### src/sv/sscr_pkg.sv
`timescale 1ns / 1ps

package sscr_pkg;

  localparam int FRAC_BITS_DEF = 16;
  localparam int AXIS_W        = 16;
  localparam int DIAG_W        = 7;
  // c/b of the gain root stays below 2^RATIO_BITS (max 100^2)
  localparam int RATIO_BITS    = 14;
  // width of the root operands c and b
  localparam int OPND_W        = 44;

  localparam logic [DIAG_W-1:0] DIAG_RESET = 7'd100;
  localparam logic [12:0]       CORNER_NUM = 13'd5000;

  localparam logic REG_DIAG = 1'b0;
  localparam logic REG_MODE = 1'b1;

  localparam logic signed [AXIS_W-1:0] OUT_MAX = 16'sh7FFF;
  localparam logic signed [AXIS_W-1:0] OUT_MIN = 16'sh8000;

  typedef struct packed {
    logic signed [AXIS_W-1:0] x;
    logic signed [AXIS_W-1:0] y;
  } side_t;

endpackage

### src/sv/sscr_sqrt.sv
`timescale 1ns / 1ps

// Pipelined digit-by-digit integer square root, one root bit per stage.
module sscr_sqrt #(
  parameter int FRAC_BITS = sscr_pkg::FRAC_BITS_DEF
) (
  input  logic                                        clk,
  input  logic                                        rst,
  input  logic                                        vld_in,
  input  logic [2*FRAC_BITS+sscr_pkg::RATIO_BITS-1:0] rad_in,
  input  sscr_pkg::side_t                             side_in,
  output logic                                        vld_out,
  output logic [FRAC_BITS+sscr_pkg::RATIO_BITS/2-1:0] root,
  output sscr_pkg::side_t                             side_out
);
  import sscr_pkg::*;

  localparam int QW  = 2*FRAC_BITS + RATIO_BITS;
  localparam int RW  = QW / 2;
  localparam int RMW = RW + 2;

  logic [QW-1:0]  rad  [RW+1];
  logic [RMW-1:0] rem  [RW+1];
  logic [RW-1:0]  rt   [RW+1];
  logic           vld  [RW+1];
  side_t          sd   [RW+1];

  assign rad[0] = rad_in;
  assign rem[0] = '0;
  assign rt[0]  = '0;
  assign vld[0] = vld_in;
  assign sd[0]  = side_in;

  for (genvar j = 0; j < RW; j++) begin : g_stage
    logic [RMW-1:0] sh;
    logic [RMW-1:0] trial;
    logic           ge;

    assign sh    = {rem[j][RMW-3:0], rad[j][QW-1-2*j -: 2]};
    assign trial = {rt[j], 2'b01};
    assign ge    = (sh >= trial);

    always_ff @(posedge clk) begin
      if (rst) begin
        vld[j+1] <= 1'b0;
      end else begin
        vld[j+1] <= vld[j];
      end
      rad[j+1] <= rad[j];
      rem[j+1] <= ge ? (sh - trial) : sh;
      rt[j+1]  <= {rt[j][RW-2:0], ge};
      sd[j+1]  <= sd[j];
    end
  end

  assign vld_out  = vld[RW];
  assign root     = rt[RW];
  assign side_out = sd[RW];

endmodule

### config.mk
export PLATFORM = sky130hd
export DESIGN_NAME = sscr_sqrt
export DESIGN_NICKNAME = d
export VERILOG_FILES = /design/src/sv/sscr_pkg.sv /design/src/sv/sscr_sqrt.sv
export SDC_FILE = /design/constraint.sdc
export NUM_CORES = 2
export LEC_CHECK = 0
export CAP_MARGIN = 20
export CORE_MARGIN = 1.5
export CORE_UTILIZATION = 37
export DETAILED_ROUTE_END_ITERATION = 8
export DONT_BUFFER_PORTS = 1
export GPL_TIMING_DRIVEN = 0
export PLACE_DENSITY = 0.57
export SKIP_LAST_GASP = 1
export SLEW_MARGIN = 20
export SYNTH_ARGS = -nofsm -noshare
export SYNTH_HDL_FRONTEND = slang
export SYNTH_SLANG_ARGS = --single-unit
### constraint.sdc
create_clock -name clk -period 4.4 [get_ports clk]
set_clock_uncertainty 0.2 [all_clocks]
set_input_delay 0.88 -clock clk [delete_from_list [all_inputs] [get_ports clk]]
set_output_delay 0.88 -clock clk [all_outputs]
set_load 0.01 [all_outputs]
==> results.toml <==
[status]
status = "finished clean"

[floorplanning]
chipHeight_um = 408
fp.dieW_um = 408
ios = 137
core_area_um2 = 163000
dieArea_um2 = 166000
num_rows = 148
initial_core_util_pct = 37.3

[critical_path]
startpoint_type = "register"
arrival_ns = 4.57
end_kind = "register"
rr_startpoint = "g_stage[19].trial[5]"
crit_fanout = 10
crit_path_cell_trace = "inv_1, ha_1, a211oi_1, o21bai_1, o31ai_1, o211ai_1, o31ai_1, o21a_1, nand2_1, clkbuf_1, clkbuf_1, a21oi_1"
required_ns = 4.92
slowest_delay_ns = 0.43
crit_path_start = "g_stage[19].trial[5]"
ff2ff_path_depth = 12
reg2reg_slack_ns = 0.35
critical_path_class = "register to register"
slowest_stage = "o31ai_1"
r2r_end = "g_stage[20].sh[22]"

[worst_hold_path]
hp-start = "rad[1046]"
hold_path.class = "register to register"
worstHoldEndpoint = "rad[1000]"
min_path_cells = 0

[detailed_routing]
post-route-drc-count = 0
vias_per_cell = 4.43
vias = 34600
wire_per_inst_um = 12.7
routed_wl_mm = 98.7
drt_iter0_drc = 1431
first_pass_iters = 5
ant_nets = 0

[layout]
final_core_util_pct = 43.9
area.growth.synth_to_final_pct = 17.9
mostFrequentLayoutCell = "dfxtp_1"
fin_nets = 5840
instances_no_fill = 7800
final_cell_mix = "dfxtp_1, inv_1, ha_1, nand2_1, a21oi_1"
final_layout_size_suffix_gt1_share_pct = 8.02
multi_input_area_um2 = 18300
seq_area_um2 = 40400
diodes = 0
fill_cells = 15200

[clock_network]
cts_buffers = 200
cts_buffer_depth = 3
clk_latency_ns = 0.84
postCtsSetupBuffers = 0
cts_tree = "done"
cts_sinks = 2018
clk_pin_slew_worst_paths_ns = 0.06
clockRootBuffer = "clkbuf_16"
cts_max_level = 4

[pwr]
power_density_nw_per_um2 = 635
power_uw = 45400
clockPowerShare_pct = 39.4
peakVddDrop_uv = 459
leakagePower_uw = 0.0324
pwr-share-comb_pct = 12.2
switchingPower_uw = 11400
seqPwrFrac_pct = 48.4
internal-power_uw = 34000
switching_share_pct = 25.1

[sta]
maxSlewViolCount = 0
finalHoldViolCount = 0
period_needed_ns = 4.05
relSlewSlack_pct = 16.3
post-route-period-util_pct = 91.9
rsz0062_at_grt = "false"
fmax_mhz = 247
fin_ws_ns = 0.355
worst_pin_slew_ns = 1.22
setup_viol = 0

[global_route]
overflow = 0
antenna_found_initial = 1
grt_pass1_wl_mm = 163
grt_max_degree = 18
grt_pass1_vias = 34200
grt.total_usage_pct = 11.9

[yosys]
synth_top_area_share_pct = 66.7
synth_seq_cells = 2018
ys_warn_count = 0
synth_edf_count = 0
synth_fp_nets = 5558
ys_seq_area_share_pct = 66.7
synth_top_area_cell = "dfxtp_1"
synthDistinctLibCells = 70
synthTopCellsByArea = "dfxtp_1, ha_1, xor2_1"
syn_inst = 5177
synth_ff_type = "dfxtp_1"
synth_area_um2 = 60600
synthArstFlopShare_pct = 0
avgSynthCellArea_um2 = 11.7

[place]
dpl.hpwl_mm = 69.7
dpl_worst_slack_ns = -0.180
place_inst = 7352
io_buffers = 0
routabilityCongestion = 0.950

[job]
drv_cap = 0
## registers in the layout, summed over array words and instances, names as in the netlist
signal,count
g_stage.sh,521
g_stage.trial,253
rad,462
root,23
sd,704
side_out,32
vld,22
vld_out,1
## metrics by stage
step / hold WS (ns) / TNS (ns) / area, µm²
4_1_cts: 0.0896 / 0 / 71400
6_report: 0.104 / 0 / 71400
2_1_floorplan: 0.110 / 0 / 60600
3_3_place_gp: 0.109 / -2.46 / 63300
3_5_place_dp: 0.112 / -1.71 / 63300
5_1_grt: 0.111 / 0 / 71400
## final cells by class
cell class	count	share of cell area [%]
flip-flops and latches	2018	56.6
multi-input cells	2678	25.6
clock buffers	281	8.11
well taps	2175	3.81
clock inverters	87	2.08
inverters	380	2.00
repair buffers	81	1.14
plain buffers	100	0.713
## cell usage after synthesis, types with 8 or more instances
library cell,number
nand3_1,70
clkbuf_1,51
o21bai_1,25
and2_1,18
buf_1,8
mux2_2,43
or3_1,54
nor3_1,105
nor4_1,55
nand4_1,42
nand2b_1,51
or2_2,18
mux2i_1,8
or4_1,27
and3_1,17
dfxtp_1,2018
nand2_1,284
o211ai_1,16
a21oi_1,269
xnor2_1,174
nor2_1,249
o21a_1,54
buf_2,10
o31ai_1,35
a31oi_1,21
xor2_1,194
o21ai_0,239
nor2b_1,73
ha_1,300
a211oi_1,21
a21o_1,99
a21boi_0,10
inv_1,380
buf_4,32
o31a_1,12
## logic make-up after synthesis
group | after synthesis | share of synthesized area [%]
buffers and inverters | 481 | 3.20
xor gates and xnor gates | 368 | 5.32
and+or+nand+nor | 1094 | 8.89
other | 1 | 0.00619
DFF | 2018 | 66.7
muxes | 51 | 0.931
AOI/OAI and AO/OA | 864 | 8.78
adders and majority gates | 300 | 6.20
## how the worst max path moves through the flow
stage,end,slack [ns],depth (start not counted)
after global routing,g_stage[20].sh[22],0.008,12
after global placement,g_stage[22].sh[18],-0.23,12
after CTS,g_stage[22].sh[18],0.11,12
after detailed placement,g_stage[22].sh[18],-0.18,12
final,g_stage[20].sh[22],0.35,12
after floorplan,g_stage[22].sh[21],1.34,11
## power by group through the flow
stage / registers (µW) / clock network (µW) / logic [µW]
2_1_floorplan: 21900 / 0 / 4360
3_3_place_gp: 22400 / 0 / 5370
3_5_place_dp: 22400 / 0 / 5450
4_1_cts: 22000 / 18600 / 5550
5_1_grt: 22200 / 19400 / 6250
6_report: 22000 / 17900 / 5520
## routing by layer
layer	share of wire [%]	global-route usage [%]	vias up
met4	4.6	6.76	0
met2	47	20.0	681
li1	-	-	17900
met1	44	13.7	15700
met5	0	0	-
met3	4.8	2.89	297
## critical path, delay by kind of cell, from the launching register on
family | cells | cell delay, ns
AOI/OAI and AO/OA | 7 | 2.01
buffers and inverters | 3 | 0.79
DFF | 1 | 0.34
adders and majority gates | 1 | 0.33
and+or+nand+nor | 1 | 0.25
## what timing repair did
action | CTS | global route
endpoints found under the hold margin | 83 | 0
hold buffers | 81 | 0
gates resized for setup | 1 | 2
endpoints found under the setup margin | 12 | 18
Power figures use the tool's default switching activity.
